### src/rtl/ild_pkg.sv
// Shared types and constants of the liftoff detector.
`timescale 1ns / 1ps
package ild_pkg;

  localparam int unsigned SAMPLE_W  = 16;
  localparam int unsigned THR_W     = 32;
  localparam int unsigned RUN_W     = 8;
  localparam int unsigned CFG_IDX_W = 2;

  // Register indexes on the configuration port
  localparam logic [CFG_IDX_W-1:0] REG_THRESHOLD = 2'd0;
  localparam logic [CFG_IDX_W-1:0] REG_REQ_RUN   = 2'd1;

  localparam logic [THR_W-1:0] THRESHOLD_RST = 32'd16777216; // 4 g squared
  localparam logic [RUN_W-1:0] REQ_RUN_RST   = 8'd50;

  typedef struct packed {
    logic signed [SAMPLE_W-1:0] z;
    logic signed [SAMPLE_W-1:0] y;
    logic signed [SAMPLE_W-1:0] x;
    logic                       ok;
  } sample_t;

  // Per-stage tag that travels with each word down the pipeline
  typedef struct packed {
    logic occ;     // stage holds a word
    logic ok;      // sample flagged good
    logic tested;  // window full after this sample: magnitude test applies
  } stage_t;

endpackage

### src/rtl/ild_window.sv
// Ring window memory of the last samples and the running per-axis sums.
`timescale 1ns / 1ps
module ild_window #(
  parameter int unsigned WINDOW_LEN = 16,
  parameter int unsigned SUM_W      = 20
) (
  input  logic                    clk_i,
  input  logic                    rst_ni,
  input  logic                    acc_i,   // take a new word into the read stage
  input  ild_pkg::sample_t        smp_i,
  input  logic                    adv_i,   // read stage word moves on
  output ild_pkg::stage_t         s1_o,
  output logic signed [SUM_W-1:0] sum_x_o,
  output logic signed [SUM_W-1:0] sum_y_o,
  output logic signed [SUM_W-1:0] sum_z_o
);

  localparam int unsigned PTR_W  = $clog2(WINDOW_LEN);
  localparam int unsigned FILL_W = $clog2(WINDOW_LEN + 1);
  localparam int unsigned ENT_W  = 3 * ild_pkg::SAMPLE_W;
  localparam logic [PTR_W-1:0]  PTR_LAST  = PTR_W'(WINDOW_LEN - 1);
  localparam logic [FILL_W-1:0] FILL_FULL = FILL_W'(WINDOW_LEN);
  localparam logic [FILL_W-1:0] FILL_LAST = FILL_W'(WINDOW_LEN - 1);

  logic [ENT_W-1:0] win_mem [WINDOW_LEN];

  logic [PTR_W-1:0]  wp_q, wp_d;
  logic [FILL_W-1:0] fill_q, fill_d;
  ild_pkg::stage_t   s1_q, s1_d;
  logic              full_q;       // oldest entry leaves the window
  logic [PTR_W-1:0]  ptr_q;
  ild_pkg::sample_t  smp_q;
  logic [ENT_W-1:0]  rd_q;

  logic signed [SUM_W-1:0] sx_q, sy_q, sz_q;
  logic signed [SUM_W-1:0] sx_d, sy_d, sz_d;
  logic signed [ild_pkg::SAMPLE_W-1:0] old_x, old_y, old_z;
  logic write_en;

  assign write_en = adv_i && s1_q.occ && smp_q.ok;

  always_comb begin
    wp_d   = wp_q;
    fill_d = fill_q;
    s1_d   = s1_q;
    if (adv_i) begin
      s1_d.occ = 1'b0;
    end
    if (acc_i) begin
      s1_d.occ    = 1'b1;
      s1_d.ok     = smp_i.ok;
      s1_d.tested = smp_i.ok && (fill_q >= FILL_LAST);
      if (smp_i.ok) begin
        wp_d = (wp_q == PTR_LAST) ? '0 : wp_q + 1'b1;
        if (fill_q != FILL_FULL) begin
          fill_d = fill_q + 1'b1;
        end
      end
    end
  end

  // Drop the oldest sample once the window is full, add the new one
  always_comb begin
    old_x = rd_q[ild_pkg::SAMPLE_W-1:0];
    old_y = rd_q[2*ild_pkg::SAMPLE_W-1:ild_pkg::SAMPLE_W];
    old_z = rd_q[3*ild_pkg::SAMPLE_W-1:2*ild_pkg::SAMPLE_W];
    sx_d  = sx_q + SUM_W'(smp_q.x);
    sy_d  = sy_q + SUM_W'(smp_q.y);
    sz_d  = sz_q + SUM_W'(smp_q.z);
    if (full_q) begin
      sx_d = sx_d - SUM_W'(old_x);
      sy_d = sy_d - SUM_W'(old_y);
      sz_d = sz_d - SUM_W'(old_z);
    end
  end

  always_ff @(posedge clk_i or negedge rst_ni) begin
    if (!rst_ni) begin
      wp_q   <= '0;
      fill_q <= '0;
      s1_q   <= '0;
      sx_q   <= '0;
      sy_q   <= '0;
      sz_q   <= '0;
    end else begin
      wp_q   <= wp_d;
      fill_q <= fill_d;
      s1_q   <= s1_d;
      if (write_en) begin
        sx_q <= sx_d;
        sy_q <= sy_d;
        sz_q <= sz_d;
      end
    end
  end

  // Read slot is never the slot being written: the pointer has moved past it
  always_ff @(posedge clk_i) begin
    if (acc_i) begin
      rd_q   <= win_mem[wp_q];
      smp_q  <= smp_i;
      ptr_q  <= wp_q;
      full_q <= (fill_q == FILL_FULL);
    end
    if (write_en) begin
      win_mem[ptr_q] <= {smp_q.z, smp_q.y, smp_q.x};
    end
  end

  assign s1_o    = s1_q;
  assign sum_x_o = sx_q;
  assign sum_y_o = sy_q;
  assign sum_z_o = sz_q;

endmodule

### src/rtl/imu_liftoff_detector.sv
// Liftoff detector: top level with magnitude test, run counter and output word.
`timescale 1ns / 1ps
// Usage
//   Input stream: one word per accelerometer sample. tdata carries x, y, z
//   (signed, 1/2048 g), tuser the sample-good flag. A bad sample clears the
//   run counter and leaves the window untouched.
//   Output stream: one word per input word; bit 0 of tdata is liftoff.
//   Config port: write threshold (index 0) or required run (index 1) while idle.
// Pipeline and throughput
//   An accepted word passes these stages before the output register offers it:
//   read of the oldest window slot, running-sum update and squares, then add,
//   compare and run count. One word per cycle sustained while the output word
//   is taken; the window memory is read once and written once per cycle, at
//   different slots.
// Reset
//   Clears sums, write pointer, fill count, run count and all stage flags; the
//   registers return to 4 g squared and 50. The window memory is not cleared:
//   a slot's old contents are used only after the window has filled.
// Backpressure
//   While the output word is not taken, words keep moving into empty stages;
//   input ready drops only once every stage and the output register are full.
module imu_liftoff_detector #(
  parameter int unsigned WINDOW_LEN = 16
) (
  input  logic                           clk_i,
  input  logic                           rst_ni,
  // Input stream
  input  logic                           s_axis_tvalid,
  output logic                           s_axis_tready,
  input  logic [47:0]                    s_axis_tdata,  // accel_x, accel_y, accel_z
  input  logic                           s_axis_tuser,  // sample_valid
  // Output stream
  output logic                           m_axis_tvalid,
  input  logic                           m_axis_tready,
  output logic [7:0]                     m_axis_tdata,  // liftoff, zero pad
  // Configuration
  input  logic                           cfg_we_i,
  input  logic [ild_pkg::CFG_IDX_W-1:0]  cfg_idx_i,
  input  logic [ild_pkg::THR_W-1:0]      cfg_data_i
);

  localparam int unsigned SUM_W  = ild_pkg::SAMPLE_W + $clog2(WINDOW_LEN);
  localparam int unsigned SQ_W   = 2 * SUM_W;
  localparam int unsigned MAG_W  = SQ_W + 2;
  localparam int unsigned NSQ_W  = $clog2(WINDOW_LEN * WINDOW_LEN + 1);
  localparam int unsigned LIM_W  = ild_pkg::THR_W + NSQ_W;
  localparam int unsigned CMP_W  = (MAG_W > LIM_W) ? MAG_W : LIM_W;
  localparam logic [NSQ_W-1:0] WIN_SQ = NSQ_W'(WINDOW_LEN * WINDOW_LEN);

  // Config registers
  logic [ild_pkg::THR_W-1:0] thr_q;
  logic [ild_pkg::RUN_W-1:0] req_q;
  logic [LIM_W-1:0]          lim_q;

  // Pipeline control
  ild_pkg::stage_t s1, s2_q, s3_q;
  logic out_free, rdy3, rdy2, rdy1;
  logic acc, adv12, adv23, adv3o;

  ild_pkg::sample_t smp;
  logic signed [SUM_W-1:0] sum_x, sum_y, sum_z;
  logic signed [SQ_W-1:0]  sqx, sqy, sqz;
  logic [SQ_W-1:0]         sqx_q, sqy_q, sqz_q;
  logic [MAG_W-1:0]        mag;
  logic                    pass;

  logic [ild_pkg::RUN_W-1:0] run_q, run_d;
  logic [ild_pkg::RUN_W:0]   run_inc;
  logic                      ov_q, liftoff_q, liftoff_d;

  // Each stage takes a word when empty or when its word moves on
  assign out_free = !ov_q || m_axis_tready;
  assign rdy3     = !s3_q.occ || out_free;
  assign rdy2     = !s2_q.occ || rdy3;
  assign rdy1     = !s1.occ || rdy2;
  assign acc      = s_axis_tvalid && rdy1;
  assign adv12    = s1.occ && rdy2;
  assign adv23    = s2_q.occ && rdy3;
  assign adv3o    = s3_q.occ && out_free;

  assign s_axis_tready = rdy1;

  assign smp.x  = s_axis_tdata[15:0];
  assign smp.y  = s_axis_tdata[31:16];
  assign smp.z  = s_axis_tdata[47:32];
  assign smp.ok = s_axis_tuser;

  ild_window #(
    .WINDOW_LEN (WINDOW_LEN),
    .SUM_W      (SUM_W)
  ) u_window (
    .clk_i   (clk_i),
    .rst_ni  (rst_ni),
    .acc_i   (acc),
    .smp_i   (smp),
    .adv_i   (adv12),
    .s1_o    (s1),
    .sum_x_o (sum_x),
    .sum_y_o (sum_y),
    .sum_z_o (sum_z)
  );

  // Config writes; unknown indexes are dropped
  always_ff @(posedge clk_i or negedge rst_ni) begin
    if (!rst_ni) begin
      thr_q <= ild_pkg::THRESHOLD_RST;
      req_q <= ild_pkg::REQ_RUN_RST;
    end else if (cfg_we_i) begin
      unique case (cfg_idx_i)
        ild_pkg::REG_THRESHOLD: thr_q <= cfg_data_i;
        ild_pkg::REG_REQ_RUN:   req_q <= cfg_data_i[ild_pkg::RUN_W-1:0];
        default: ;
      endcase
    end
  end

  // Scale threshold by the window length squared so the test needs no divide
  always_ff @(posedge clk_i) begin
    lim_q <= LIM_W'(thr_q) * LIM_W'(WIN_SQ);
  end

  // Squares of the sums the stage-2 word left in the sum registers
  assign sqx = sum_x * sum_x;
  assign sqy = sum_y * sum_y;
  assign sqz = sum_z * sum_z;

  always_ff @(posedge clk_i) begin
    if (adv23) begin
      sqx_q <= sqx;
      sqy_q <= sqy;
      sqz_q <= sqz;
    end
  end

  assign mag  = MAG_W'(sqx_q) + MAG_W'(sqy_q) + MAG_W'(sqz_q);
  assign pass = CMP_W'(mag) > CMP_W'(lim_q);

  // Run counter: saturate at the required run, clear on fail or bad sample
  always_comb begin
    run_inc   = {1'b0, run_q} + 1'b1;
    run_d     = run_q;
    liftoff_d = 1'b0;
    if (!s3_q.ok) begin
      run_d = '0;
    end else if (s3_q.tested) begin
      if (!pass) begin
        run_d = '0;
      end else if (run_inc < {1'b0, req_q}) begin
        run_d = run_inc[ild_pkg::RUN_W-1:0];
      end else begin
        run_d = req_q;
      end
      liftoff_d = (run_d >= req_q);
    end
  end

  always_ff @(posedge clk_i or negedge rst_ni) begin
    if (!rst_ni) begin
      s2_q  <= '0;
      s3_q  <= '0;
      run_q <= '0;
      ov_q  <= 1'b0;
    end else begin
      if (adv12) begin
        s2_q <= s1;
      end else if (adv23) begin
        s2_q.occ <= 1'b0;
      end
      if (adv23) begin
        s3_q <= s2_q;
      end else if (adv3o) begin
        s3_q.occ <= 1'b0;
      end
      if (adv3o) begin
        run_q <= run_d;
        ov_q  <= 1'b1;
      end else if (m_axis_tready) begin
        ov_q  <= 1'b0;
      end
    end
  end

  always_ff @(posedge clk_i) begin
    if (adv3o) begin
      liftoff_q <= liftoff_d;
    end
  end

  assign m_axis_tvalid = ov_q;
  assign m_axis_tdata  = {7'd0, liftoff_q};

endmodule

### config.mk
export PLATFORM = sky130hd
export DESIGN_NAME = imu_liftoff_detector
export DESIGN_NICKNAME = d
export VERILOG_FILES = /design/src/rtl/ild_pkg.sv /design/src/rtl/ild_window.sv /design/src/rtl/imu_liftoff_detector.sv
export SDC_FILE = /design/constraint.sdc
export NUM_CORES = 2
export LEC_CHECK = 0
export ABC_AREA = 0
export BUFFER_PORTS_ARGS = -buffer_cell sky130_fd_sc_hd__buf_2
export CORE_MARGIN = 10
export CORE_UTILIZATION = 40
export DETAILED_ROUTE_END_ITERATION = 7
export PLACE_DENSITY = 0.54
export SETUP_SLACK_MARGIN = 0.4
export SLEW_MARGIN = 25
export SYNTH_ARGS = -nofsm -noshare
export SYNTH_HDL_FRONTEND = slang
export SYNTH_SLANG_ARGS = --single-unit
### constraint.sdc
create_clock -name clk_i -period 8.7 [get_ports clk_i]
set_input_delay 0.435 -clock clk_i [delete_from_list [all_inputs] [get_ports clk_i]]
set_output_delay 0.435 -clock clk_i [all_outputs]
set_load 0.05 [all_outputs]
==> impl_metrics.tcl <==
set metrics [dict create \
    num_rows 175 \
    critical_path.cell_chain "and2_1 -> fa_1 -> fa_1 -> inv_1 -> fa_1 -> fa_1 -> inv_1 -> fa_1 -> fa_1 -> fa_1 -> ha_1 -> and3_1 -> a221oi_1 -> o221a_2 -> o311ai_1 -> o22ai_1 -> o21bai_1 -> nor2b_1 -> or3_1 -> a21oi_1 -> xnor2_1" \
    finalSetupTns_ps 0 \
    synth_enable_flop_cells 988 \
    syn-cell-area_mm2 0.0917 \
    max-clock-path-buffers 3 \
    crit_path_frequent_cell "fa_1" \
    yosys.cell_types.count 89 \
    cts-buffers-inserted 131 \
    timing.hold.ws_ps 330 \
    worst_ep_required_time_ps 9200 \
    drive_gt1_frac 0.0813 \
    grt_start_max_net_pins 119 \
    detail_route.drc_violations 0 \
    worstPathMaxFanout 15 \
    critical_path.startpoint_type "flip-flop" \
    ys_seq_area_frac 0.365 \
    headroom_to_the_max_slew_limit 0.277 \
    clkTransAtPathRegs_ps 60 \
    worst_max_slew_pin_slew_ps 1080 \
    cts-root-buf "clkbuf_16" \
    port-buffer-count 90 \
    dp_hpwl_um 169000 \
    global_route.usage.total 0.186 \
    crit_arrival_ps 8320 \
    clock-skew-final_ps 55.5 \
    grt_setup_unrepaired "false" \
    grt_antenna_before_repair 5 \
    gp_congestion 0.870 \
    timing_worst_setup_path_type "reg2reg" \
    synth_warnings 0 \
    run_status "completed" \
    synth.ff_latch_count 1147 \
    via_count 56060 \
    fmax_ghz 0.128 \
    post-synth-top-count-cell "inv_1" \
    postSynth.topFlopCell "edfxtp_1" \
    dieArea_mm2 0.249 \
    async_reset_ff_frac 0.111 \
    grt_overflow_total 0 \
    initial_cell_density_of_the_core 0.403 \
    floorplan.io_pins 98 \
    preCtsSetupSlack_ps 821 \
    final.period_utilization 0.899 \
    route.detailed.wl_per_inst_um 20.8 \
    cts.sink_count 1147 \
    ys_top_cells_by_count "inv_1, fa_1, edfxtp_1" \
    clk_latency_ps 810 \
    worst_slack_ps 880 \
    setup.worst_path.end_class "flip-flop" \
    die-width_um 499 \
    final_period_minus_worst_setup_slack_ps 7820 \
    drtAntennaViolNets 0 \
    synth_area_leaders "edfxtp_1, fa_1, ha_1" \
    final_util 0.445 \
    floorplan.die.height_um 499 \
    post_synth.cell_area_avg_um2 11.8 \
    hold_viol_final 0 \
    timing.critical_path.slowest_cell_delay_ps 770 \
    wl_um 230000 \
    setup_violations 0 \
    clock_tree_from_tritoncts "done" \
    grt_first_pass_wirelength_um 361000 \
    yosysTopAreaCell "edfxtp_1" \
    layout_area_growth_over_synthesis_pct 10.4 \
    synth_largest_type_area_fraction 0.323 \
    num_antenna_cells 0 \
    vias_per_cell 5.07 \
    clock_tree.htree_level_count 4 \
    hold_path_class "in2async" \
    critPathTopFamily "adder cells" \
    filler_cell_count 20956 \
    drt_iter0_markers 3282 \
    vias_in_the_first_global_route 60719 \
    timing.reg2reg.setup_slack_ps 880 \
    fin_nets 9759 \
    number_of_maximum_capacitance_violations 0 \
    core_area_mm2 0.228 \
    detailedRoute.firstPassIterationCount 5 \
    final_max_slew_viol_count 0 \
    path_buf_inv 2 \
    cp_slowest_cell "dfrtp_1" \
    syn-instance-count 7760 \
]
## cells by family after synthesis
group | after synthesis | share of synthesized area
buffers and inverters | 1865 | 0.0767
adder cells (fa/ha/maj) | 1726 | 0.335
AND/OR/NAND/NOR | 1358 | 0.0695
flip-flops | 1147 | 0.365
AO/OA/AOI/OAI | 1005 | 0.0713
multiplexers | 379 | 0.0561
XOR/XNOR | 278 | 0.0265
other | 2 | 0.0000819
## layout make-up
type	instances	area, µm²	share of cell area
Timing Repair Buffer	281	2130	0.0211
Clock buffer	158	3470	0.0343
Clock inverter	76	877	0.00866
Inverter	1628	6120	0.0604
Tap cell	3009	3760	0.0372
Multi-Input combinational cell	4756	51400	0.507
Sequential cell	1147	33500	0.331
## metal layers
metal,vias up,part of all wire,track usage
li1,25803,-,-
met1,28829,0.47,0.265
met2,1189,0.47,0.305
met3,237,0.047,0.0259
met4,2,0.017,0.0350
met5,-,0.000030,0
## state kept, by name (all words and copies together), names as in the netlist, 4 cells and up
register / flops
u_window.win_mem: 768
u_window.smp_q: 49
u_window.rd_q: 48
sqx_q: 39
sqy_q: 39
sqz_q: 39
lim_q: 32
thr_q: 32
u_window.sum_x_o: 20
u_window.sum_y_o: 20
u_window.sum_z_o: 20
req_q: 8
run_q: 8
u_window.fill_q: 5
u_window.ptr_q: 4
u_window.wp_q: 4
## worst paths after layout
check / from / cells after the start / to
max in group asynchronous: rst_ni / 3 / u_window.sum_y_o[13]
setup / recovery: u_window.sum_y_o[3] / 21 / sqy_q[28]
hold reg to reg: thr_q[9] / 0 / lim_q[17]
min in group clk_i: cfg_idx_i[0] / 3 / req_q[0]
setup reg to reg: u_window.sum_y_o[3] / 21 / sqy_q[28]
hold / removal: rst_ni / 2 / run_q[6]
## layout by cell type (no fill, tap or decap), types with 72 or more instances in the layout
cell           instances
fa_1                1213
o21ai_0              246
xnor2_1              206
xor2_1                72
edfxtp_1             988
and2_1               232
inv_1               1623
dfrtp_1              116
nor2_1               256
mux4_2                96
clkbuf_16            135
ha_1                 513
buf_2                 89
mux2_2                96
mux2i_1              180
buf_4                105
nand2_1              547
a21oi_1              267
a21o_1               104
dlygate4sd3_1         84
## what timing repair did
action                                  in CTS  in global routing
hold endpoints to repair                   165                  0
buffers inserted                             0                  0
resized for setup                            0                  1
endpoints found under the setup margin       0                  1
hold buffers                                84                  0
## through the flow
step / cell area [µm²] / std cells
final: 101000 / 11055
after global routing: 101000 / 11055
after CTS: 101000 / 11055
after detailed placement: 96100 / 10737
after global placement: 96000 / 10736
after floorplan: 91800 / 7768
Power is not shown: default switching activity piles up to over one toggle a cycle in this logic, so the estimate is an artifact.
